[config.mk]
export PLATFORM = sky130hd
export DESIGN_NAME = epm_mix
export DESIGN_NICKNAME = d
export VERILOG_FILES = /design/src/entropy_pool_twist_mixer_unit_defines.svh /design/src/epm_pkg.sv /design/src/epm_mix.sv
export SDC_FILE = /design/constraint.sdc
export NUM_CORES = 1
export LEC_CHECK = 0
export BUFFER_PORTS_ARGS = -buffer_cell sky130_fd_sc_hd__buf_4
export CAP_MARGIN = 20
export CORE_AREA = 2 2 99 101
export DETAILED_ROUTE_END_ITERATION = 10
export DIE_AREA = 0 0 101 103
export PLACE_DENSITY = 0.57
export SETUP_SLACK_MARGIN = 0.2
export SYNTH_ARGS = -nofsm -noshare
export SYNTH_HDL_FRONTEND = slang
export SYNTH_SLANG_ARGS = --single-unit
[constraint.sdc]
create_clock -name vclk -period 2.6
set_clock_uncertainty 0.1 [all_clocks]
set_input_delay 0.52 -clock vclk [all_inputs]
set_output_delay 0.52 -clock vclk [all_outputs]
set_load 0.005 [all_outputs]
[src/entropy_pool_twist_mixer_unit_defines.svh]
// assertion macros for the entropy pool twist mixer
`ifndef ENTROPY_POOL_TWIST_MIXER_UNIT_DEFINES_SVH
`define ENTROPY_POOL_TWIST_MIXER_UNIT_DEFINES_SVH

// property that must hold in the same cycle as its trigger
`define EPM_ASSERT_NOW(lbl, ante, cons) \
    lbl: assert property (@(posedge clk) disable iff (!rst_n) (ante) |-> (cons)) \
        else $error("entropy pool mixer: same-cycle check failed");

// property that must hold in the cycle after its trigger
`define EPM_ASSERT_NEXT(lbl, ante, cons) \
    lbl: assert property (@(posedge clk) disable iff (!rst_n) (ante) |=> (cons)) \
        else $error("entropy pool mixer: next-cycle check failed");

`endif

[src/epm_pkg.sv]
// shared types, constants and the twist table of the entropy pool mixer
`default_nettype none

package epm_pkg;

    localparam int POOL_WORDS = 128;
    localparam int IDX_W      = $clog2(POOL_WORDS);
    localparam int WORD_W     = 32;
    localparam int NUM_TAPS   = 6;

    // tap offsets from the mixing position
    localparam int TAP_A = 1;
    localparam int TAP_B = 25;
    localparam int TAP_C = 51;
    localparam int TAP_D = 76;
    localparam int TAP_E = 103;

    // twist table, entry 0 at the right
    localparam logic [7:0][WORD_W-1:0] TWIST_TAB = {
        32'ha00ae278, 32'h9b64c2b0, 32'hd6d6a3e8, 32'hedb88320,
        32'h4db26158, 32'h76dc4190, 32'h3b6e20c8, 32'h00000000
    };

    typedef enum logic {
        REQ_MIX  = 1'b0,
        REQ_READ = 1'b1
    } req_kind_t;

    typedef struct packed {
        req_kind_t         req_type;
        logic [WORD_W-1:0] entropy_word;
        logic [IDX_W-1:0]  read_index;
    } req_item_t;

    typedef struct packed {
        logic [WORD_W-1:0] pool_word;
        logic [IDX_W-1:0]  word_index;
    } rsp_item_t;

    // shifted value xored with the table entry picked by its low bits
    function automatic logic [WORD_W-1:0] twist(input logic [WORD_W-1:0] x);
        logic [WORD_W-1:0] res;
        res = (x >> 3) ^ TWIST_TAB[x[2:0]];
        return res;
    endfunction

endpackage

`default_nettype wire

[src/epm_mix.sv]
// mixing function: xor of entropy word and six taps, then twist
`default_nettype none

module epm_mix (
    input  wire logic [epm_pkg::WORD_W-1:0]                        entropy_word,
    input  wire logic [epm_pkg::NUM_TAPS-1:0][epm_pkg::WORD_W-1:0] taps,
    output logic      [epm_pkg::WORD_W-1:0]                        mixed_word
);

    logic [epm_pkg::WORD_W-1:0] folded;

    // fold the taps into the entropy word
    always_comb
    begin
        folded = entropy_word;
        for (int t = 0; t < epm_pkg::NUM_TAPS; t++)
        begin
            folded = folded ^ taps[t];
        end
        mixed_word = epm_pkg::twist(folded);
    end

endmodule

`default_nettype wire

==> results.md, run 1 <==
* Outcome: finished, violations left
* Failing checks: setup timing
* Fin nets at 708
* Register area share after synthesis at 0%
* CP Capture Type: output pin
* Final wirelength at 6700 um
* Fin Setup TNS at -0.250 ns
* Fin. max-slew vios at 0
* Post-synthesis cell type count at 10
* Worst slew margin at 79.9%
* Post-DP HPWL at 6140 um
* Worst Setup Start Kind: input port
* Avg Synthesized Cell Area at 9.42 um^2
* Crit-path max FO at 7
* Critical path arrival at 2.02 ns
* Post-Syn Area at 0.00205 mm^2
* Fillers at 917
* Worst hold path type: input port to output pin
* Core box area at 0.00946 mm^2
* Worst VDD drop at 435 uV
* Internal Power at 0.00146 W
* Routability congestion estimate at 0.763
* Die ar. at 0.0104 mm^2
* Setup-failing EPs final at 10
* WHS at 1.32 ns
* Sequential standard cell area at 0 um^2
* Combinational share of power at 100.0%
* Starting density of the core at 21.7%
* Antenna cells at 0
* Design Power at 0.00230 W
* Initial DRT Pass Iterations at 4
* RSZ-0062 raised after global routing: true
* Seq pwr share at 0%
* Type of the worst setup path: input port to output pin
* Psw at 0.000843 W
* WL/cell at 11.2 um
* Total number of yosys warnings at 0
* Chip Width at 101 um
* Fin crit share at 102%
* Worst path required time at 1.98 ns
* Synthesized instance count at 218
* Slew @ Worst Pin at 0.300 ns
* Layout cells sized above 1 at 59.3%
* Via count at 2315
* # DRC at 0
* Commonest non-fill, non-tap cell in the layout: buf_4
* Dpl ws at -0.164 ns
* Tmin final at 2.64 ns
* Sw frac at 36.7%
* Routed Antenna Nets at 0
* Vias in the first global route at 2189
* GRT Util Overall at 10.8%
* Gr ovfl total at 0
* PnR worst setup slack at -0.0437 ns
* Syn nets at 442
* I/O Pins at 256
* Commonest cells after routing, fill and taps aside: 255 x buf_4, 133 x xnor2_1, 57 x xor2_1, 13 x xnor2_2, 6 x buf_6
* First-pass GRT wire length at 9270 um
* Number of clock buffers in the layout at 0
* Drt first-iter violations at 9
* Largest net degree at the start of global routing at 8
* # rows at 36
* Vias per Instance at 3.88
* Die height at 103 um
* Fin. Hold Viols at 0
* Leak Pwr at 2.07 nW
* Num sequential at 0
* Clock share of power at 0%
* CTS Hold Buffers Added at 0
* Initial antenna violation count at 0
* FMAX at 378 MHz
* P per Cell Area at 525 mW/mm^2
* Max Cap Violations at 0
* Port Buffers at 256
* Area grow syn2layout at 113%
==> critical path, stage by stage <==
cell and delay (ns):
buf_6 0.09, xnor3_1 0.39, xnor3_2 0.38, xnor2_4 0.19, buf_12 0.16, xnor2_2 0.16
buf_4 0.13
==> per-layer routing <==
layer  up-vias  global-route usage [%]  share of wire, %
met1      1003                    10.3                30
met4         0                   0.312              0.42
met5         -                       0                 0
li1       1184                       -                 -
met2       126                    23.9                58
met3         2                    2.85                11
==> stage by stage <==
step | std cells | util (%) | instance area, um^2
2_1_floorplan | 218 | - | 2050
6_report | 596 | 46.3 | 4380
3_5_place_dp | 593 | 44.1 | 4170
5_1_grt | 596 | 46.3 | 4380
4_1_cts | 594 | 44.9 | 4250
3_3_place_gp | 593 | 44.1 | 4170
==> worst paths after layout <==
path	startpoint	endpoint	slack [ns]	depth (start not counted)
setup / recovery	taps[32]	mixed_word[25]	-0.04	7
hold / removal	taps[3]	mixed_word[0]	1.32	4
==> cell type report <==
class                      count  area [um^2]  area share, %
inverter                       2         7.51          0.171
multi-input combinational    216         2190           50.1
tap                          114          143           3.26
timing repair buffer         264         2040           46.5
==> power by group through the flow <==
| stage | registers [W] | clock network [W] | logic (W) |
|---|---|---|---|
| finish | 0 | 0 | 0.00230 |
| global route | 0 | 0 | 0.00248 |
| CTS | 0 | 0 | 0.00220 |
| detailed placement | 0 | 0 | 0.00210 |
| global placement | 0 | 0 | 0.00209 |
| floorplan | 0 | 0 | 0.00104 |
==> cells in the mapped netlist, drive strengths merged <==
cell	count	area [um^2]
inv	2	7.51
xnor2	149	1330
xnor3	7	163
xor2	60	552
==> logic make-up after synthesis <==
family    after synthesis  share of synthesized area, %
buf+inv                 2                         0.366
xor+xnor              216                          99.6
==> what timing repair did <==
item	in CTS	in global routing
resized for setup	13	14
buffers inserted	1	2
pin swaps	5	12
endpoints found under the setup margin	22	23
endpoints found under the hold margin	0	0
(Power assumes the default switching activity.)
==> run 2: changes to the inputs <==
--- a/config.mk
+++ b/config.mk
@@ -11,7 +11,6 @@
 export DETAILED_ROUTE_END_ITERATION = 10
 export DIE_AREA = 0 0 101 103
 export PLACE_DENSITY = 0.57
-export SETUP_SLACK_MARGIN = 0.2
 export SYNTH_ARGS = -nofsm -noshare
 export SYNTH_HDL_FRONTEND = slang
 export SYNTH_SLANG_ARGS = --single-unit
==> run 2 against run 1 <==
  * The flow still finishes with violations (setup timing)
  * Maximum frequency decreased by 0.80%
  * First-iteration DRC count unchanged
  * Flip-flop and latch count unchanged
  * Non-clock buffer count increased by 4
  * Sequential share of layout area unchanged
  * Die area unchanged
  * Design area decreased by 0.26%
  * Clock-buffer cell count unchanged
  * Final cell count increased by 0.67%
  * Worst hold slack improved by 0.0023 ns
  * Highest routed layer unchanged
  * Via count unchanged
==> results.md, run 2 (synthesized netlist as in run 1, its figures left out) <==
* Slowest stage delay, CP at 0.36 ns
* Tmin final at 2.67 ns
* Worst hold path type: input port to output pin
* Fin. max-slew vios at 0
* Routed Antenna Nets at 0
* Worst Setup Start Kind: input port
* Largest net degree at the start of global routing at 8
* Post-DP HPWL at 6420 um
* Worst VDD drop at 533 uV
* Commonest non-fill, non-tap cell in the layout: buf_4
* Worst slew margin at 68.8%
* Sequential standard cell area at 0 um^2
* Leak Pwr at 2.07 nW
* Routability congestion estimate at 0.794
* Die ar. at 0.0104 mm^2
* Area grow syn2layout at 113%
* Antenna cells at 0
* FMAX at 375 MHz
* Vias per Instance at 3.86
* Vias in the first global route at 2244
* Critical path arrival at 2.05 ns
* CP top delay family: XOR/XNOR gates
* Worst path bufs/invs at 3
* I/O Pins at 256
* Placed cell area at 0.00419 mm^2
* Gr ovfl total at 0
* Slew @ Worst Pin at 0.465 ns
* Num sequential at 0
* Initial antenna violation count at 0
* Fin nets at 712
* # rows at 36
* CTS Hold Buffers Added at 0
* Layout cells sized above 1 at 58.8%
* Crit path cell chain: buf_6 > xnor3_1 > xnor3_4 > buf_6 > xor2_4 > xnor2_1 > buf_4
* Worst path required time at 1.98 ns
* # DRC at 0
* P per Cell Area at 548 mW/mm^2
* Final wirelength at 6820 um
* Fillers at 921
* Initial DRT Pass Iterations at 3
* Outcome: finished, violations left
* Design Power at 0.00240 W
* RSZ-0062 raised after global routing: true
* Crit-path max FO at 5
* Fin. Hold Viols at 0
* Slowest stage cell, crit path: xnor3_1
* WHS at 1.32 ns
* Drt first-iter violations at 9
* WL/cell at 11.4 um
* Die height at 103 um
* Failing checks: setup timing
* Chip Width at 101 um
* First-pass GRT wire length at 9400 um
* Starting density of the core at 21.7%
* Core box area at 0.00946 mm^2
* Fin crit share at 103%
* Most frequent CP cell: buf_6
* Via count at 2315
* Number of cells after detailed placement at 597
* Max Cap Violations at 0
* CP Capture Type: output pin
* Dpl ws at -0.213 ns
* Number of clock buffers in the layout at 0
* Port Buffers at 256
* Type of the worst setup path: input port to output pin
* Commonest cells after routing, fill and taps aside: 257 x buf_4, 137 x xnor2_1, 58 x xor2_1, 10 x buf_6, 8 x xnor2_2
* Design area at 0.00437 mm^2
* GRT Util Overall at 10.9%
* Post-route insts no fill at 600
* Setup-failing EPs final at 14
* PnR worst setup slack at -0.0651 ns
-- run 2: final cells by class --
type / instances / area, um^2 / area share [%]
repair buffers: 268 / 2060 / 47.2
multi-input cells: 216 / 2160 / 49.4
inverters: 2 / 7.51 / 0.172
well taps: 114 / 143 / 3.26
-- run 2: path summary, 6_finish.rpt --
kind / start / to / slack, ns / depth (start not counted)
worst max-delay path: taps[66] / mixed_word[20] / -0.07 / 7
worst min-delay path: taps[13] / mixed_word[10] / 1.32 / 4
-- run 2: where the power goes --
part | leakage, nW | internal [W] | switching [W] | total [W]
Combinational | 2.07 | 0.00153 | 0.000865 | 0.00240
Sequential | 0 | 0 | 0 | 0
Clock | 0 | 0 | 0 | 0
Total | 2.07 | 0.00153 | 0.000865 | 0.00240
-- run 2: through the flow --
stage / util (%) / TNS (ns)
floorplan: - / 0
global placement: 44.2 / -2.25
detailed placement: 44.2 / -2.14
CTS: 45.6 / -1.59
global route: 46.2 / -1.53
finish: 46.2 / -0.647
-- run 2: what timing repair did --
action,4_1_cts,5_1_grt
resized for setup,16,9
setup endpoints to repair,15,16
setup buffers,3,0
hold endpoints to repair,0,0
pin swaps,12,5
-- run 2: metal layers --
layer | global-route usage (%) | part of all wire (%) | vias to the layer above
met5 | 0 | 0 | -
met4 | 0.416 | 0.40 | 0
met3 | 1.56 | 8.4 | 2
met2 | 24.2 | 59 | 119
met1 | 11.1 | 32 | 1000
li1 | - | - | 1194
