[src/entropy_pool_twist_mixer_unit_defines.svh]
// assertion macros for the entropy pool twist mixer
`ifndef ENTROPY_POOL_TWIST_MIXER_UNIT_DEFINES_SVH
`define ENTROPY_POOL_TWIST_MIXER_UNIT_DEFINES_SVH

// property that must hold in the same cycle as its trigger
`define EPM_ASSERT_NOW(lbl, ante, cons) \
    lbl: assert property (@(posedge clk) disable iff (!rst_n) (ante) |-> (cons)) \
        else $error("entropy pool mixer: same-cycle check failed");

// property that must hold in the cycle after its trigger
`define EPM_ASSERT_NEXT(lbl, ante, cons) \
    lbl: assert property (@(posedge clk) disable iff (!rst_n) (ante) |=> (cons)) \
        else $error("entropy pool mixer: next-cycle check failed");

`endif

[src/epm_pkg.sv]
// shared types, constants and the twist table of the entropy pool mixer
`default_nettype none

package epm_pkg;

    localparam int POOL_WORDS = 128;
    localparam int IDX_W      = $clog2(POOL_WORDS);
    localparam int WORD_W     = 32;
    localparam int NUM_TAPS   = 6;

    // tap offsets from the mixing position
    localparam int TAP_A = 1;
    localparam int TAP_B = 25;
    localparam int TAP_C = 51;
    localparam int TAP_D = 76;
    localparam int TAP_E = 103;

    // twist table, entry 0 at the right
    localparam logic [7:0][WORD_W-1:0] TWIST_TAB = {
        32'ha00ae278, 32'h9b64c2b0, 32'hd6d6a3e8, 32'hedb88320,
        32'h4db26158, 32'h76dc4190, 32'h3b6e20c8, 32'h00000000
    };

    typedef enum logic {
        REQ_MIX  = 1'b0,
        REQ_READ = 1'b1
    } req_kind_t;

    typedef struct packed {
        req_kind_t         req_type;
        logic [WORD_W-1:0] entropy_word;
        logic [IDX_W-1:0]  read_index;
    } req_item_t;

    typedef struct packed {
        logic [WORD_W-1:0] pool_word;
        logic [IDX_W-1:0]  word_index;
    } rsp_item_t;

    // shifted value xored with the table entry picked by its low bits
    function automatic logic [WORD_W-1:0] twist(input logic [WORD_W-1:0] x);
        logic [WORD_W-1:0] res;
        res = (x >> 3) ^ TWIST_TAB[x[2:0]];
        return res;
    endfunction

endpackage

`default_nettype wire

[src/epm_cell.sv]
// one pool cell: holds a word and takes its neighbour's word on a mix
`default_nettype none

module epm_cell (
    input  wire logic                        clk,
    input  wire logic                        rst_n,
    input  wire logic                        shift,
    input  wire logic [epm_pkg::WORD_W-1:0]  neighbour_word,
    output logic      [epm_pkg::WORD_W-1:0]  word
);

    logic [epm_pkg::WORD_W-1:0] word_reg;
    logic [epm_pkg::WORD_W-1:0] word_next;

    // hold or take the neighbour's word
    always_comb
    begin
        word_next = shift ? neighbour_word : word_reg;
    end

    always_ff @(posedge clk or negedge rst_n)
    begin
        if (!rst_n)
        begin
            word_reg <= '0;
        end
        else
        begin
            word_reg <= word_next;
        end
    end

    assign word = word_reg;

endmodule

`default_nettype wire

[config.mk]
export PLATFORM = sky130hd
export DESIGN_NAME = epm_cell
export DESIGN_NICKNAME = d
export VERILOG_FILES = /design/src/entropy_pool_twist_mixer_unit_defines.svh /design/src/epm_pkg.sv /design/src/epm_cell.sv
export SDC_FILE = /design/constraint.sdc
export NUM_CORES = 1
export LEC_CHECK = 0
export ABC_AREA = 1
export BUFFER_PORTS_ARGS = -buffer_cell sky130_fd_sc_hd__buf_4
export CAP_MARGIN = 20
export CORE_MARGIN = 1
export CORE_UTILIZATION = 46
export CTS_BUF_LIST = sky130_fd_sc_hd__clkbuf_16
export DETAILED_ROUTE_END_ITERATION = 10
export GPL_TIMING_DRIVEN = 0
export PLACE_DENSITY = 0.86
export SLEW_MARGIN = 20
export SYNTH_ARGS = -nofsm -noshare
export SYNTH_HDL_FRONTEND = slang
export SYNTH_SLANG_ARGS = --single-unit
[constraint.sdc]
create_clock -name clk -period 1.5 [get_ports clk]
set_input_delay 0.3 -clock clk [delete_from_list [all_inputs] [get_ports clk]]
set_output_delay 0.3 -clock clk [all_outputs]
set_load 0.005 [all_outputs]
==> results.md, run 1 <==
- Main combinational cell family by area after synthesis: simple AND/OR/NAND/NOR gates
- Initial core utilization: between 50 and 60%
- Clock skew: 0 ns
- # diodes: 0
- Critical R2R Capture: word[12]$_DFFE_PN0P_
- Prevailing post-synth register cell: dfrtp_1
- Initial antenna violation count: 0
- Post-Syn Instances: about 140
- Largest net degree at the start of global routing: 33
- Max FFs per register: 32
- Detailed-route DRC error count: 0
- Least-Margin Pin Slew: ~0.38 ns
- Cts hold-fix bufs: 1
- Worst path arrival time: approximately 0.8 ns
- Endpoint, Worst Hold: word[30]$_DFFE_PN0P_
- Metal1 wirelength: 1.11 mm
- Core Area: around 2600 um2
- Adder-cell share of the synthesized area: 0%
- Hold Path Depth: 3
- I/O Buffers: 65
- Final nets: around 240
- Postcts setup bufs: 0
- CTS tree: done
- Post-Route Utilization: between 70% and 80%
- Latest clock arrival within the worst-skew pair: 0.27 ns
- Final Setup Violations: 0
- Number of global-route vias before repair: roughly 1,000
- DP Area: 1820 um2
- Max incr delay on CP: a little under 0.4 ns
- Power Density: 1150 nW/um2
- Final hold violations: 0
- Slew margin rel.: between 70% and 80%
- Period utilization: 73.6%
- Drt pass-1 iters: 4
- Share of cells above drive strength 1: a little over two fifths
- CP max FO: 2
- F_max: 905 MHz
- Max H-tree Level: 2
- Warnings from Yosys: 0
- Rows: 18
- Synth-to-Final Area Change: 51.7%
- Top Ports: 67
- Iter 0 DRT Violations: 10
- Setup TNS: 0 ns
- Synthesis-stage register bit count: 32
- Cell taking the most area after synthesis: dfrtp_1
- Post-Route WL: approximately 2.8 mm
- Clk sink count: 32
- Worst-path clk slew: around 0.050 ns
- CP Launch Type: flip-flop
- Die Width: about 55 um
- Cell area after layout: approximately 2000 um2
- Synth Area in Compound Gates: 0%
- Post-synth top area share: about three fifths
- Slowest stage cell on the critical path: dfrtp_1
- Synth top area cells: dfrtp_1 (62%), nand2_1 (25%), nand2_2 (4.8%), clkbuf_8 (3.2%), buf_6 (2.6%)
- Unrepaired setup endpoints after global routing: no
- Peak supply drop: around 1.1 mV
- Sequential fraction of the synthesis area: slightly above 60%
- All-Layer GR Usage: 20.9%
- Routed vias/inst: 4.57
- Mapped cell area: between 1000 and 1500 um2
- Crit path kind: flip-flop to primary output
- Post-CTS resize count: 0
- Routed len/inst: approximately 12 um
- CP Cell Sequence: buf_4
- Die Ht: between 50 and 60 um
- Outcome: complete, no violations
- Post-synthesis mux area share: 0%
- CTS root buffer: clkbuf_16
- Grt total ovfl: 0
- Final RePlAce weighted congestion: between 0.6 and 0.7
- DPL Wire Length: around 2.1 mm
- DRT antenna net count: 0
- Power Total: about 2200 uW
- Tmin final: 1.10 ns
- Worst r2r src: word[12]$_DFFE_PN0P_
- Crit path launch: word[9]$_DFFE_PN0P_
- CP Data Required Time: approximately 1.2 ns
- Via count: 1,093
- WL met2: 1.34 mm
- Simple-gate area share of the yosys netlist: between 20 and 30%
- Total CTS buffers: 5
- Min-Delay Path Class: primary input to flip-flop
- CP Buf/Inv Count: 1
- Number of synthesized flops with an enable pin: 0
- Most numerous cell in the Yosys netlist: nand2_1
- R2r worst-path depth: 2
- Avg Inst Size Synth: approximately 9.5 um2
- Crit. End Element: primary output
- Final Max Slew Viols: 0
- First-pass GRT wire length: a little over 4 mm
- Max-cap violations: 0
- WL met3: between 200 and 250 um
- Synth Area in XOR/XNOR: 0%
- Fraction of registers with async set/reset: 100%
- P_leak: approximately 0.0011 uW
- Deepest clock path buffer count: 2
- DIE AREA: between 3000 and 4000 um2
- Reg-to-reg slack, setup: between 0.8 and 0.9 ns
- Post-synth top cells: nand2_1 (86), dfrtp_1 (32), nand2_2 (10)
- CP delay by family, top: flip-flops
- Hold_sp: neighbour_word[30]
- Synth cell types: 7
- Highest Signal Layer: met4
- Syn_nets: approximately 170
==> where the power goes <==
group	total, uW	switching [uW]	internal, uW
Sequential	990	47.4	943
Combinational	344	139	205
Clock	912	322	590
==> final cells by class <==
type	count	area [um2]
Sequential cell	32	801
Fill cell	181	607
Timing Repair Buffer	66	498
Multi-Input combinational cell	96	385
Clock buffer	5	125
Buffer	7	95.1
Tap cell	30	37.5
Inverter	1	11.3
Clock inverter	2	7.51
==> layout by cell type (no fill, tap or decap) <==
cell | netlist | routed
buf_12 | 1 | 1
buf_4 | 0 | 65
buf_6 | 3 | 3
clkbuf_16 | 0 | 5
clkbuf_8 | 3 | 3
clkinv_1 | 0 | 2
dfrtp_1 | 32 | 32
dlygate4sd3_1 | 0 | 1
inv_8 | 1 | 1
nand2_1 | 86 | 86
nand2_2 | 10 | 10
==> worst max path at each step <==
stage	endpoint	slack [ns]	depth (start not counted)
5_1_grt	word[2]	0.37	1
3_5_place_dp	word[23]$_DFFE_PN0P_	0.67	4
3_3_place_gp	word[19]$_DFFE_PN0P_	0.69	5
6_report	word[9]	0.40	1
4_1_cts	word[9]	0.39	1
2_1_floorplan	word[0]$_DFFE_PN0P_	0.72	5
==> cell families after synthesis <==
kind of cell | Yosys count
flip-flops | 32
AND/OR/NAND/NOR | 96
buffers and inverters | 8
==> stage by stage <==
step           std cells  setup WS, ns  hold slack, ns
5_1_grt              239         0.367           0.233
3_5_place_dp         231         0.666           0.253
3_3_place_gp         231         0.686           0.250
4_1_cts              239         0.390           0.220
6_report             239         0.395           0.224
2_1_floorplan        136         0.719         0.00441
==> tightest hold or removal path: stages <==
cell	delay (ns)
buf_4	0.07
nand2_1	0.04
nand2_1	0.05
==> routing by layer <==
metal	up-vias	track usage, %
met5	-	0
met1	489	22.2
met3	8	9.56
met4	0	11.3
met2	47	34.3
li1	549	-
No activity file was read; power rests on OpenSTA's default activity.
==> run 2: changes to the inputs <==
- CORE_UTILIZATION: 46 -> 40
- PLACE_DENSITY: 0.86 -> 0.8
- clock period: 1.5 -> 0.93 ns (I/O delays scaled with it)
==> run 2 against run 1 <==
Effect of this change: the run now ends with negative setup slack left; largest cell class is now buffers; wire length increased by 24%; via count up 11%; first-iteration DRC count grew to 4.5 times the previous value; hold slack lost 0.12 ns; global-route usage down 0.77 points; clock-buffer cell count did not move; highest routed layer unchanged; largest power group is now clock.
==> results.md, run 2 (same netlist as run 1, synthesis figures left out) <==
- Grt total ovfl: 0 (unchanged)
- CP Data Required Time: 0.74 ns (-0.46 ns)
- CTS tree: done
- Synth-to-Final Area Change: 79.8%
- Core Area: 3050 um2 (+19%)
- Routed len/inst: 12.2 um (+5.8%)
- Via count: 1,212 (+11%)
- Tmin final: around 1 ns
- DPL Wire Length: 1.93 mm (-7.9%)
- Total CTS buffers: 5 (unchanged)
- Initial core utilization: 42.3% (-8.0 points)
- Hold WS: 0.109 ns (-0.115 ns)
- Crit path kind: flip-flop to primary output
- First-pass GRT wire length: 5.00 mm (+21%)
- Min-Delay Path Class: primary input to flip-flop
- Detailed-route DRC error count: 0 (unchanged)
- Unrepaired setup endpoints after global routing: yes
- Die Width: 58.8 um (+7.0%)
- Final Max Slew Viols: 0 (unchanged)
- Switch Pwr: 929 uW (+83%)
- Number of global-route vias before repair: 1,095 (+7.7%)
- Crit. End Element: primary output
- DRT antenna net count: 0 (unchanged)
- Sw Ratio: 22.1% (-0.56 points)
- Least-Margin Pin Slew: 0.387 ns (+0.00801 ns)
- Top Ports: 67 (unchanged)
- Rows: 20 (+2)
- All-Layer GR Usage: 20.1% (-0.77 points)
- F_max: between 1000 and 1500 MHz
- Max FFs per register: 32 (unchanged)
- Max-cap violations: 0 (unchanged)
- DIE AREA: 3460 um2 (+14%)
- P_leak: 0.00129 uW (+16%)
- Worst setup margin: -0.0660 ns (-0.461 ns)
- Footprint of the flip-flops and latches: 801 um2 (unchanged)
- P_int: 3280 uW (+89%)
- Post-Route Utilization: 76.1% (-0.26 points)
- Most frequent cells in the layout: nand2_1 (86), buf_4 (59), buf_6 (35)
- Commonest non-fill, non-tap cell in the layout: nand2_1
- Power Total: 4210 uW (+87%)
- Failing checks: negative setup slack
- Final Non-Filler Cells: 280 (+17%)
- Clock skew: 0 ns (unchanged)
- Slowest stage cell on the critical path: dfrtp_1
- Seq pwr share: 38.3% (-5.8 points)
- Share of cells above drive strength 1: 48.7% (+6.6 points)
- CP Cell Sequence: buf_6
- Final nets: 270 (+11%)
- Iter 0 DRT Violations: 45 (+35)
- Drt pass-1 iters: 4 (unchanged)
- Max incr delay on CP: 0.41 ns (+0.02 ns)
- Clk sink count: 32 (unchanged)
- Initial antenna violation count: 0 (unchanged)
- Outcome: finished, violations left
- Layout fillers: 219 (+21%)
- Final hold violations: 0 (unchanged)
- Max H-tree Level: 2 (unchanged)
- Clk pwr share: 42.8% (+2.2 points)
- Latest clock arrival within the worst-skew pair: 0.27 ns (about the same)
- # diodes: 0 (unchanged)
- Final Setup Violations: 32 (+32)
- Setup TNS: -1.23 ns (-1.23 ns)
- Deepest clock path buffer count: 2 (unchanged)
- Routed vias/inst: 4.33 (-5.3%)
- Logic pwr share: 18.9% (+3.6 points)
- CTS root buffer: clkbuf_16
- CP Launch Type: flip-flop
- CP Buf/Inv Count: 1 (unchanged)
- Dpl cells: 245 (+6.1%)
- CP max FO: 2 (unchanged)
- Power Density: 1810 nW/um2 (+58%)
- Slew margin rel.: 74.2% (-0.53 points)
- Die Ht: 58.8 um (+7.0%)
- Post-Route WL: 3.41 mm (+24%)
- CP delay by family, top: flip-flops
- Worst path arrival time: 0.81 ns (about the same)
- Worst-path clk slew: 0.05 ns (about the same)
- Period utilization: 107%
- Peak supply drop: 1.64 mV (+53%)
- I/O Buffers: 65 (unchanged)
- Largest net degree at the start of global routing: 33 (unchanged)
- Multi-input gate area: 385 um2 (unchanged)
- Final RePlAce weighted congestion: 0.790 (+20%)
-- run 2: cell types whose count changed in the layout (fill, tap and decap cells not counted) --
cell,before,now
buf_4,65,59
bufinv_16,0,1
buf_6,3,35
-- run 2: routing by layer --
| layer | track usage (%) | vias to the layer above | share of wire (%) |
|---|---|---|---|
| met3 | 3.96 | 7 | 5.4 |
| met4 | 12.9 | 0 | 2.6 |
| met2 | 33.9 | 44 | 53 |
| met5 | 0 | - | 0 |
| li1 | - | 602 | - |
| met1 | 23.3 | 559 | 39 |
-- run 2: repair_timing --
item,4_1_cts,5_1_grt
gates resized for setup,32,0
setup buffers,14,12
cloned,0,0
endpoints found under the setup margin,32,32
endpoints found under the hold margin,32,0
hold buffers,1,0
-- run 2: area by class of cell --
class	instances	area share, %
timing repair buffer	92	35.0
inverter	1	0.485
clock buffer	5	5.39
clock inverter	3	1.62
tap	44	2.37
sequential	32	34.5
multi-input combinational	96	16.6
buffer	7	4.09
-- run 2: power groups by stage --
stage	sequential [uW]	clock (uW)	combinational, uW
after floorplan	1620	0	189
after global placement	1610	0	554
after detailed placement	1610	0	563
after CTS	1610	1830	724
after global routing	1620	1910	868
final	1610	1800	797
-- run 2: final timing paths --
kind / startpoint / end / slack [ns] / cells after the start
min in group asynchronous: rst_n / word[2]$_DFFE_PN0P_ / 0.38 / 2
max in group asynchronous: rst_n / word[16]$_DFFE_PN0P_ / 0.26 / 2
hold reg to reg: word[21]$_DFFE_PN0P_ / word[21]$_DFFE_PN0P_ / 0.49 / 2
setup / recovery: word[25]$_DFFE_PN0P_ / word[25] / -0.07 / 1
setup reg to reg: word[4]$_DFFE_PN0P_ / word[4]$_DFFE_PN0P_ / 0.07 / 4
hold / removal: neighbour_word[30] / word[30]$_DFFE_PN0P_ / 0.11 / 3
-- run 2: through the flow --
step	setup slack (ns)	cell area [um2]
2_1_floorplan	0.263	1290
3_3_place_gp	0.227	1840
3_5_place_dp	0.199	1840
4_1_cts	-0.0557	2230
5_1_grt	-0.0788	2320
6_report	-0.0660	2320
