**src/entropy_pool_twist_mixer_unit_defines.svh**
```systemverilog
// assertion macros for the entropy pool twist mixer
`ifndef ENTROPY_POOL_TWIST_MIXER_UNIT_DEFINES_SVH
`define ENTROPY_POOL_TWIST_MIXER_UNIT_DEFINES_SVH

// property that must hold in the same cycle as its trigger
`define EPM_ASSERT_NOW(lbl, ante, cons) \
    lbl: assert property (@(posedge clk) disable iff (!rst_n) (ante) |-> (cons)) \
        else $error("entropy pool mixer: same-cycle check failed");

// property that must hold in the cycle after its trigger
`define EPM_ASSERT_NEXT(lbl, ante, cons) \
    lbl: assert property (@(posedge clk) disable iff (!rst_n) (ante) |=> (cons)) \
        else $error("entropy pool mixer: next-cycle check failed");

`endif

```
**src/epm_pkg.sv**
```systemverilog
// shared types, constants and the twist table of the entropy pool mixer
`default_nettype none

package epm_pkg;

    localparam int POOL_WORDS = 128;
    localparam int IDX_W      = $clog2(POOL_WORDS);
    localparam int WORD_W     = 32;
    localparam int NUM_TAPS   = 6;

    // tap offsets from the mixing position
    localparam int TAP_A = 1;
    localparam int TAP_B = 25;
    localparam int TAP_C = 51;
    localparam int TAP_D = 76;
    localparam int TAP_E = 103;

    // twist table, entry 0 at the right
    localparam logic [7:0][WORD_W-1:0] TWIST_TAB = {
        32'ha00ae278, 32'h9b64c2b0, 32'hd6d6a3e8, 32'hedb88320,
        32'h4db26158, 32'h76dc4190, 32'h3b6e20c8, 32'h00000000
    };

    typedef enum logic {
        REQ_MIX  = 1'b0,
        REQ_READ = 1'b1
    } req_kind_t;

    typedef struct packed {
        req_kind_t         req_type;
        logic [WORD_W-1:0] entropy_word;
        logic [IDX_W-1:0]  read_index;
    } req_item_t;

    typedef struct packed {
        logic [WORD_W-1:0] pool_word;
        logic [IDX_W-1:0]  word_index;
    } rsp_item_t;

    // shifted value xored with the table entry picked by its low bits
    function automatic logic [WORD_W-1:0] twist(input logic [WORD_W-1:0] x);
        logic [WORD_W-1:0] res;
        res = (x >> 3) ^ TWIST_TAB[x[2:0]];
        return res;
    endfunction

endpackage

`default_nettype wire

```
**src/epm_out_stage.sv**
```systemverilog
// output register with a skid word that holds one more input word while the output stalls
`default_nettype none

module epm_out_stage (
    input  wire logic               clk,
    input  wire logic               rst_n,
    input  wire logic               load,
    input  wire epm_pkg::rsp_item_t load_item,
    output logic                    load_ready,
    output logic                    rsp_valid,
    input  wire logic               rsp_ready,
    output epm_pkg::rsp_item_t      rsp
);

    logic               out_valid_reg;
    logic               out_valid_next;
    epm_pkg::rsp_item_t out_reg;
    epm_pkg::rsp_item_t out_next;
    logic               skid_valid_reg;
    logic               skid_valid_next;
    epm_pkg::rsp_item_t skid_reg;
    epm_pkg::rsp_item_t skid_next;

    // skid word free means a new word can be taken
    assign load_ready = !skid_valid_reg;

    // move words between skid and output registers
    always_comb
    begin
        out_valid_next  = out_valid_reg;
        out_next        = out_reg;
        skid_valid_next = skid_valid_reg;
        skid_next       = skid_reg;
        if (!out_valid_reg || rsp_ready)
        begin
            if (skid_valid_reg)
            begin
                out_valid_next  = 1'b1;
                out_next        = skid_reg;
                skid_valid_next = 1'b0;
            end
            else
            begin
                out_valid_next = load;
                out_next       = load_item;
            end
        end
        else if (load)
        begin
            skid_valid_next = 1'b1;
            skid_next       = load_item;
        end
    end

    always_ff @(posedge clk or negedge rst_n)
    begin
        if (!rst_n)
        begin
            out_valid_reg  <= 1'b0;
            skid_valid_reg <= 1'b0;
        end
        else
        begin
            out_valid_reg  <= out_valid_next;
            skid_valid_reg <= skid_valid_next;
        end
    end

    // payload registers
    always_ff @(posedge clk)
    begin
        out_reg  <= out_next;
        skid_reg <= skid_next;
    end

    assign rsp_valid = out_valid_reg;
    assign rsp       = out_reg;

endmodule

`default_nettype wire

```
**config.mk**
```make
export PLATFORM = sky130hd
export DESIGN_NAME = epm_out_stage
export DESIGN_NICKNAME = d
export VERILOG_FILES = /design/src/entropy_pool_twist_mixer_unit_defines.svh /design/src/epm_pkg.sv /design/src/epm_out_stage.sv
export SDC_FILE = /design/constraint.sdc
export NUM_CORES = 1
export LEC_CHECK = 0
export BUFFER_PORTS_ARGS = -buffer_cell sky130_fd_sc_hd__buf_2
export CAP_MARGIN = 15
export CORE_UTILIZATION = 52
export CTS_CLUSTER_DIAMETER = 100
export CTS_CLUSTER_SIZE = 14
export DETAILED_ROUTE_END_ITERATION = 8
export GPL_TIMING_DRIVEN = 0
export PLACE_DENSITY = 0.79
export SETUP_SLACK_MARGIN = 0.2
export SYNTH_ARGS = -nofsm -noshare
export SYNTH_HDL_FRONTEND = slang
export SYNTH_SLANG_ARGS = --single-unit
```
**constraint.sdc**
```tcl
create_clock -name clk -period 4.71 [get_ports clk]
set_clock_uncertainty 0.1 [all_clocks]
set_input_delay 0.2355 -clock clk [delete_from_list [all_inputs] [get_ports clk]]
set_output_delay 0.2355 -clock clk [all_outputs]
set_load 0.005 [all_outputs]
```
==> impl_metrics.prom, run 1 <==
# TYPE chip_impl_metric gauge
chip_impl_info{name="status",value="completed"} 1
chip_impl_metric{name="grt.total_usage",unit="%"} 19.9
chip_impl_metric{name="syn_inst",unit=""} 131
chip_impl_metric{name="min_period_over_period",unit="%"} 44.5
chip_impl_metric{name="buffer_count_from_post_cts_setup_fixing",unit=""} 0
chip_impl_metric{name="p_leak",unit="nW"} 1.75
chip_impl_metric{name="nets",unit=""} 310
chip_impl_metric{name="number_of_antenna_violations_at_the_first_check_in_global_routing",unit=""} 0
chip_impl_metric{name="floorplan.die_area",unit="mm2"} 0.00626
chip_impl_info{name="worstSetupEndpointType",value="flip-flop"} 1
chip_impl_metric{name="cts.path.max_buffers",unit=""} 2
chip_impl_metric{name="pin_count_of_the_biggest_net_entering_global_routing",unit=""} 26
chip_impl_metric{name="seqCellArea",unit="mm2"} 0.00239
chip_impl_metric{name="place_hpwl",unit="um"} 3510
chip_impl_metric{name="postPlaceCellArea",unit="mm2"} 0.00366
chip_impl_metric{name="vias",unit=""} 1635
chip_impl_metric{name="synthesis.area_per_instance",unit="um2"} 23.6
chip_impl_metric{name="critPathMaxFanout",unit=""} 25
chip_impl_metric{name="numClockSinks",unit=""} 80
chip_impl_metric{name="ys.warnings.count",unit=""} 0
chip_impl_metric{name="multi_input_area",unit="um2"} 613
chip_impl_info{name="synth_top_cells_by_area",value="sky130_fd_sc_hd__edfxtp_1 76%, sky130_fd_sc_hd__mux2_4 18%, sky130_fd_sc_hd__buf_12 2.6%, sky130_fd_sc_hd__dfrtp_1 1.6%, sky130_fd_sc_hd__buf_6 0.36%"} 1
chip_impl_metric{name="yosys.cell_types.count",unit=""} 10
chip_impl_metric{name="placement.io_buffers",unit=""} 83
chip_impl_metric{name="finalSetupTns",unit="ns"} 0
chip_impl_metric{name="timing.final.crit_period",unit="ns"} 2.10
chip_impl_metric{name="grt_first_pass_wirelength",unit="um"} 8850
chip_impl_metric{name="via_count_of_the_first_global_routing_pass",unit=""} 1790
chip_impl_metric{name="drt_first_pass_iters",unit=""} 4
chip_impl_info{name="r2r-start",value="rsp_valid"} 1
chip_impl_info{name="holdCritStartpoint",value="load"} 1
chip_impl_metric{name="grt_overflow",unit=""} 0
chip_impl_info{name="timing.critical_path.from",value="rsp_valid"} 1
chip_impl_metric{name="globalRouteMet1Util",unit="%"} 22.5
chip_impl_metric{name="ys_ff_latch",unit=""} 80
chip_impl_metric{name="cts.htree.levels",unit=""} 3
chip_impl_metric{name="dieWidth",unit="um"} 79.1
chip_impl_metric{name="postCtsResizedCells",unit=""} 0
chip_impl_metric{name="top_level_ports",unit=""} 84
chip_impl_metric{name="route.antenna.remaining_nets",unit=""} 0
chip_impl_metric{name="clk_transition_reported_paths",unit="ns"} 0.07
chip_impl_info{name="min_path_type",value="input pin to flip-flop"} 1
chip_impl_metric{name="finalHoldViolCount",unit=""} 0
chip_impl_metric{name="slew_headroom",unit="%"} 61.0
chip_impl_metric{name="max-cap-violations",unit=""} 0
chip_impl_metric{name="timing.critical_path.required",unit="ns"} 4.65
chip_impl_metric{name="timing.final.setup_violations",unit=""} 0
chip_impl_metric{name="register_area_share_after_synthesis",unit="%"} 77.3
chip_impl_info{name="top_library_cells_by_usage_in_the_layout_fill_and_taps_aside",value="83 x sky130_fd_sc_hd__buf_2, 78 x sky130_fd_sc_hd__edfxtp_1, 40 x sky130_fd_sc_hd__dlygate4sd3_1"} 1
chip_impl_info{name="clock_tree_from_tritoncts",value="yes"} 1
chip_impl_metric{name="num-fill-cells",unit=""} 342
chip_impl_metric{name="netlist.area_leader.share",unit="%"} 75.7
chip_impl_metric{name="core_area",unit="mm2"} 0.00561
chip_impl_metric{name="cts_buffers",unit=""} 9
chip_impl_info{name="most_frequent_standard_cell_in_the_layout_excluding_fill_and_tap_cells",value="sky130_fd_sc_hd__buf_2"} 1
chip_impl_metric{name="max_slew.worst_pin.slew",unit="ns"} 0.586
chip_impl_info{name="gr-max-usage-layer",value="met2"} 1
chip_impl_metric{name="fin_util",unit="%"} 76.5
chip_impl_metric{name="die_height",unit="um"} 79.1
chip_impl_metric{name="post_cts_hold_buffer_count",unit=""} 40
chip_impl_metric{name="use_met3",unit="%"} 2.76
chip_impl_metric{name="worstSkewPairLatency",unit="ns"} 0.33
chip_impl_metric{name="globalplace.congestion",unit=""} 0.737
chip_impl_info{name="timing.critical_path.from_type",value="flip-flop"} 1
chip_impl_info{name="post-synth-top-area-cell",value="sky130_fd_sc_hd__edfxtp_1"} 1
chip_impl_metric{name="via_per_inst",unit=""} 4.78
chip_impl_metric{name="starting_utilization_of_the_core_area",unit="%"} 55.2
chip_impl_metric{name="syn_nets",unit=""} 174
chip_impl_metric{name="power_density",unit="mW/mm2"} 378
chip_impl_metric{name="max_freq",unit="MHz"} 477
chip_impl_metric{name="rrSetupSlack",unit="ns"} 2.61
chip_impl_info{name="cts_root_buf",value="sky130_fd_sc_hd__clkbuf_8"} 1
chip_impl_metric{name="area_delta_synth_final",unit="%"} 38.6
chip_impl_info{name="rsz0062_at_grt",value="false"} 1
chip_impl_metric{name="cp.arrival",unit="ns"} 2.03
chip_impl_metric{name="avgRoutedWirePerCell",unit="um"} 16.4
chip_impl_metric{name="drt_iter0_drc",unit=""} 84
chip_impl_metric{name="netlist_area",unit="mm2"} 0.00309
chip_impl_metric{name="drt_wl_total",unit="um"} 5620
chip_impl_metric{name="drc_markers",unit=""} 0
chip_impl_metric{name="final_design_area_no_fill",unit="mm2"} 0.00429
chip_impl_metric{name="num_rows",unit=""} 27
chip_impl_metric{name="post_route_cells_drive_above_1_share",unit="%"} 53.3
chip_impl_metric{name="final-max-slew-violation-count",unit=""} 0
chip_impl_metric{name="worst_hold_slack_after_final_layout",unit="ns"} 0.0202
chip_impl_info{name="critical_path_class",value="flip-flop to flip-flop"} 1
chip_impl_metric{name="grtUsageMet2",unit="%"} 36.0
chip_impl_metric{name="worst_supply_voltage_drop_on_vdd",unit="uV"} 221
chip_impl_metric{name="antenna-diode-count",unit=""} 0
[cell type report]
class | count | share of cell area [%]
plain buffers | 5 | 2.13
clock buffers | 10 | 2.98
flip-flops and latches | 80 | 55.8
multi-input cells | 44 | 14.3
inverters | 2 | 0.175
repair buffers | 125 | 20.3
clock inverters | 4 | 2.22
well taps | 72 | 2.10
[critical path, stage by stage, from the launching register on]
cell and delay [ns]:
sky130_fd_sc_hd__dfrtp_1 0.37, sky130_fd_sc_hd__nand2b_2 0.34, sky130_fd_sc_hd__buf_16 0.31, sky130_fd_sc_hd__nor2_4 0.41
sky130_fd_sc_hd__buf_16 0.24
[cells in the mapped netlist (all sizes together)]
master / instances
nand2: 1
mux2: 39
buf: 5
inv: 2
edfxtp: 78
nor2: 3
nand2b: 1
dfrtp: 2
[through the flow]
step | power, mW | setup WS (ns) | std cells
2_1_floorplan | 0.963 | 1.12 | 131
5_1_grt | 1.67 | 2.42 | 342
3_5_place_dp | 1.04 | 2.50 | 288
3_3_place_gp | 1.03 | -0.0656 | 286
6_report | 1.62 | 2.61 | 342
4_1_cts | 1.63 | 2.56 | 342
[worst paths after layout]
path,to,cells past startpoint
setup / recovery,skid_reg[14],4
min in group asynchronous,skid_valid_reg,2
hold reg to reg,rsp[9],1
hold / removal,rsp_valid,3
setup reg to reg,skid_reg[14],4
max in group asynchronous,rsp_valid,2
[cell families after synthesis]
kind of cell,synth area share [%]
buffers and inverters,3.19
flip-flops,77.3
AND/OR/NAND/NOR,0.687
multiplexers,18.8
[per-layer routing]
metal	share of wire, %	wire length, um
met5	0	0
met4	2.0	110
met2	54	3050
met3	3.0	167
met1	41	2290
[power breakdown]
part,internal [mW],switching (mW),total (mW)
Clock,0.346,0.225,0.571
Combinational,0.119,0.0771,0.196
Sequential,0.841,0.0125,0.854
Power figures use the tool's default switching activity.
==> run 2: changes to the inputs <==
--- a/config.mk
+++ b/config.mk
@@ -7,12 +7,12 @@
 export LEC_CHECK = 0
 export BUFFER_PORTS_ARGS = -buffer_cell sky130_fd_sc_hd__buf_2
 export CAP_MARGIN = 15
-export CORE_UTILIZATION = 52
+export CORE_UTILIZATION = 47
 export CTS_CLUSTER_DIAMETER = 100
 export CTS_CLUSTER_SIZE = 14
 export DETAILED_ROUTE_END_ITERATION = 8
 export GPL_TIMING_DRIVEN = 0
-export PLACE_DENSITY = 0.79
+export PLACE_DENSITY = 0.76
 export SETUP_SLACK_MARGIN = 0.2
 export SYNTH_ARGS = -nofsm -noshare
 export SYNTH_HDL_FRONTEND = slang
==> constraint.sdc (replaced) <==
create_clock -name clk -period 1.9 [get_ports clk]
set_clock_uncertainty 0.1 [all_clocks]
set_input_delay 0.095 -clock clk [delete_from_list [all_inputs] [get_ports clk]]
set_output_delay 0.095 -clock clk [all_outputs]
set_load 0.005 [all_outputs]
==> impl_metrics.prom, run 2 (synthesis results as in run 1) <==
# TYPE chip_impl_metric gauge
chip_impl_info{name="status",value="completed"} 1
chip_impl_metric{name="min_period_over_period",unit="%"} 80.3
chip_impl_metric{name="drc_markers",unit=""} 0
chip_impl_info{name="most_frequent_standard_cell_in_the_layout_excluding_fill_and_tap_cells",value="sky130_fd_sc_hd__buf_2"} 1
chip_impl_metric{name="grt.total_usage",unit="%"} 16.7
chip_impl_metric{name="place_hpwl",unit="um"} 3210
chip_impl_metric{name="post_route_cells_drive_above_1_share",unit="%"} 53.4
chip_impl_metric{name="cts.path.max_buffers",unit=""} 2
chip_impl_metric{name="drt_wl_total",unit="um"} 5750
chip_impl_metric{name="fin_util",unit="%"} 68.1
chip_impl_metric{name="drt_first_pass_iters",unit=""} 4
chip_impl_metric{name="antenna-diode-count",unit=""} 0
chip_impl_metric{name="max-cap-violations",unit=""} 0
chip_impl_metric{name="postPlaceCellArea",unit="mm2"} 0.00362
chip_impl_info{name="top_library_cells_by_usage_in_the_layout_fill_and_taps_aside",value="83 x sky130_fd_sc_hd__buf_2, 78 x sky130_fd_sc_hd__edfxtp_1, 42 x sky130_fd_sc_hd__dlygate4sd3_1"} 1
chip_impl_metric{name="vias",unit=""} 1655
chip_impl_metric{name="use_met3",unit="%"} 3.28
chip_impl_metric{name="hold_depth",unit=""} 2
chip_impl_metric{name="via_count_of_the_first_global_routing_pass",unit=""} 1680
chip_impl_info{name="holdCritStartpoint",value="rsp_ready"} 1
chip_impl_metric{name="p_leak",unit="nW"} 1.77
chip_impl_metric{name="cp.arrival",unit="ns"} 1.47
chip_impl_info{name="clock_tree_from_tritoncts",value="yes"} 1
chip_impl_metric{name="area_delta_synth_final",unit="%"} 39.7
chip_impl_metric{name="cell_depth_of_the_worst_flop_to_flop_path",unit=""} 3
chip_impl_metric{name="max_slew.worst_pin.slew",unit="ns"} 0.588
chip_impl_metric{name="starting_utilization_of_the_core_area",unit="%"} 48.7
chip_impl_metric{name="route.antenna.remaining_nets",unit=""} 0
chip_impl_metric{name="globalplace.congestion",unit=""} 0.688
chip_impl_metric{name="avgRoutedWirePerCell",unit="um"} 16.1
chip_impl_metric{name="finalHoldViolCount",unit=""} 0
chip_impl_info{name="rsz0062_at_grt",value="false"} 1
chip_impl_metric{name="number_of_antenna_violations_at_the_first_check_in_global_routing",unit=""} 0
chip_impl_metric{name="worst_supply_voltage_drop_on_vdd",unit="uV"} 616
chip_impl_metric{name="core_area",unit="mm2"} 0.00635
chip_impl_metric{name="die_height",unit="um"} 83.1
chip_impl_metric{name="placedCellCount",unit=""} 291
chip_impl_metric{name="cts_buffers",unit=""} 9
chip_impl_metric{name="pin_count_of_the_biggest_net_entering_global_routing",unit=""} 44
chip_impl_metric{name="max_freq",unit="MHz"} 656
chip_impl_metric{name="numClockSinks",unit=""} 80
chip_impl_metric{name="via_per_inst",unit=""} 4.65
chip_impl_metric{name="num_rows",unit=""} 29
chip_impl_info{name="gr-max-usage-layer",value="met2"} 1
chip_impl_metric{name="drt_iter0_drc",unit=""} 50
chip_impl_metric{name="globalRouteMet1Util",unit="%"} 20.3
chip_impl_metric{name="final_design_area_no_fill",unit="mm2"} 0.00432
chip_impl_metric{name="grtUsageMet2",unit="%"} 28.3
chip_impl_metric{name="worst_hold_slack_after_final_layout",unit="ns"} 0.349
chip_impl_info{name="cts_root_buf",value="sky130_fd_sc_hd__clkbuf_8"} 1
chip_impl_metric{name="nets",unit=""} 318
chip_impl_metric{name="timing.critical_path.required",unit="ns"} 1.84
chip_impl_info{name="holdPathEnd",value="rsp[7]"} 1
chip_impl_metric{name="floorplan.die_area",unit="mm2"} 0.00691
chip_impl_info{name="critical_path_class",value="flip-flop to flip-flop"} 1
chip_impl_metric{name="final-max-slew-violation-count",unit=""} 0
chip_impl_info{name="r2r-start",value="rsp_valid"} 1
chip_impl_metric{name="placement.io_buffers",unit=""} 83
chip_impl_metric{name="clk_transition_reported_paths",unit="ns"} 0.08
chip_impl_info{name="worstSetupEndpointType",value="flip-flop"} 1
chip_impl_metric{name="cts.htree.levels",unit=""} 3
chip_impl_metric{name="top_level_ports",unit=""} 84
chip_impl_metric{name="num-fill-cells",unit=""} 430
chip_impl_metric{name="timing.final.setup_violations",unit=""} 0
chip_impl_metric{name="grt_overflow",unit=""} 0
chip_impl_info{name="worst_r2r_endpoint",value="skid_reg[5]"} 1
chip_impl_metric{name="instances_no_fill",unit=""} 356
chip_impl_metric{name="worstSkewPairLatency",unit="ns"} 0.33
chip_impl_metric{name="timing.final.crit_period",unit="ns"} 1.53
chip_impl_metric{name="slew_headroom",unit="%"} 60.8
chip_impl_metric{name="power_density",unit="mW/mm2"} 901
chip_impl_metric{name="dieWidth",unit="um"} 83.1
chip_impl_info{name="timing.critical_path.from_type",value="flip-flop"} 1
chip_impl_metric{name="finalSetupTns",unit="ns"} 0
chip_impl_metric{name="critPathMaxFanout",unit=""} 22
chip_impl_metric{name="grt_first_pass_wirelength",unit="um"} 8640
chip_impl_metric{name="rrSetupSlack",unit="ns"} 0.37
chip_impl_info{name="min_path_type",value="input pin to flip-flop"} 1
run 2: cell count changes in the layout (fill, tap and decap cells not counted):
cell	before	now
sky130_fd_sc_hd__nand2b_4	0	1
sky130_fd_sc_hd__buf_12	4	5
sky130_fd_sc_hd__clkinv_1	0	2
sky130_fd_sc_hd__buf_4	0	4
sky130_fd_sc_hd__bufinv_16	3	2
sky130_fd_sc_hd__nor2_4	1	3
sky130_fd_sc_hd__dlygate4sd3_1	40	42
sky130_fd_sc_hd__buf_16	2	0
run 2: critical path: stages (launching register included):
cell and delay, ns:
sky130_fd_sc_hd__dfrtp_1 0.46, sky130_fd_sc_hd__nand2b_4 0.27, sky130_fd_sc_hd__nor2_4 0.18, sky130_fd_sc_hd__buf_4 0.21
run 2: per-stage QoR:
| step | worst slack (ns) | power (mW) |
|---|---|---|
| 6_report | 0.374 | 3.89 |
| 2_1_floorplan | 0.0475 | 2.39 |
| 3_3_place_gp | -0.344 | 2.55 |
| 4_1_cts | -0.00353 | 3.91 |
| 5_1_grt | 0.273 | 4.05 |
| 3_5_place_dp | -0.379 | 2.56 |
run 2: area by class of cell:
cell class / instances / area, um2 / share of cell area (%)
clock buffer: 10 / 128 / 2.95
inverter: 2 / 7.51 / 0.174
tap: 77 / 96.3 / 2.23
buffer: 5 / 91.3 / 2.11
clock inverter: 5 / 72.6 / 1.68
multi-input combinational: 47 / 649 / 15.0
sequential: 80 / 2390 / 55.3
timing repair buffer: 130 / 886 / 20.5
run 2: repair_timing:
item                                   in CTS  in global routing
endpoints found under the hold margin      82                  0
gates resized for setup                     1                  1
hold buffers                               42                  0
setup endpoints to repair                  39                 30
buffers inserted                            2                  3
pin swaps                                   2                  2
cloned                                      1                  2
run 2: power breakdown:
group,switching [mW],internal (mW)
combinational,0.198,0.297
sequential,0.0305,2.09
clock,0.560,0.723
run 2: routing by layer:
metal	wire length, um	vias to the layer above
li1	-	806
met1	2410	802
met2	3070	38
met3	166	9
met4	103	0
met5	0	-
run 2: worst max path at each step:
| stage | cells after the start | startpoint | end |
|---|---|---|---|
| after floorplan | 2 | rsp_valid | skid_reg[0] |
| after global routing | 3 | rsp_valid | skid_reg[1] |
| after detailed placement | 2 | rsp_valid | skid_reg[24] |
| after CTS | 2 | rsp_valid | skid_reg[18] |
| final | 3 | rsp_valid | skid_reg[5] |
| after global placement | 2 | rsp_valid | skid_reg[18] |
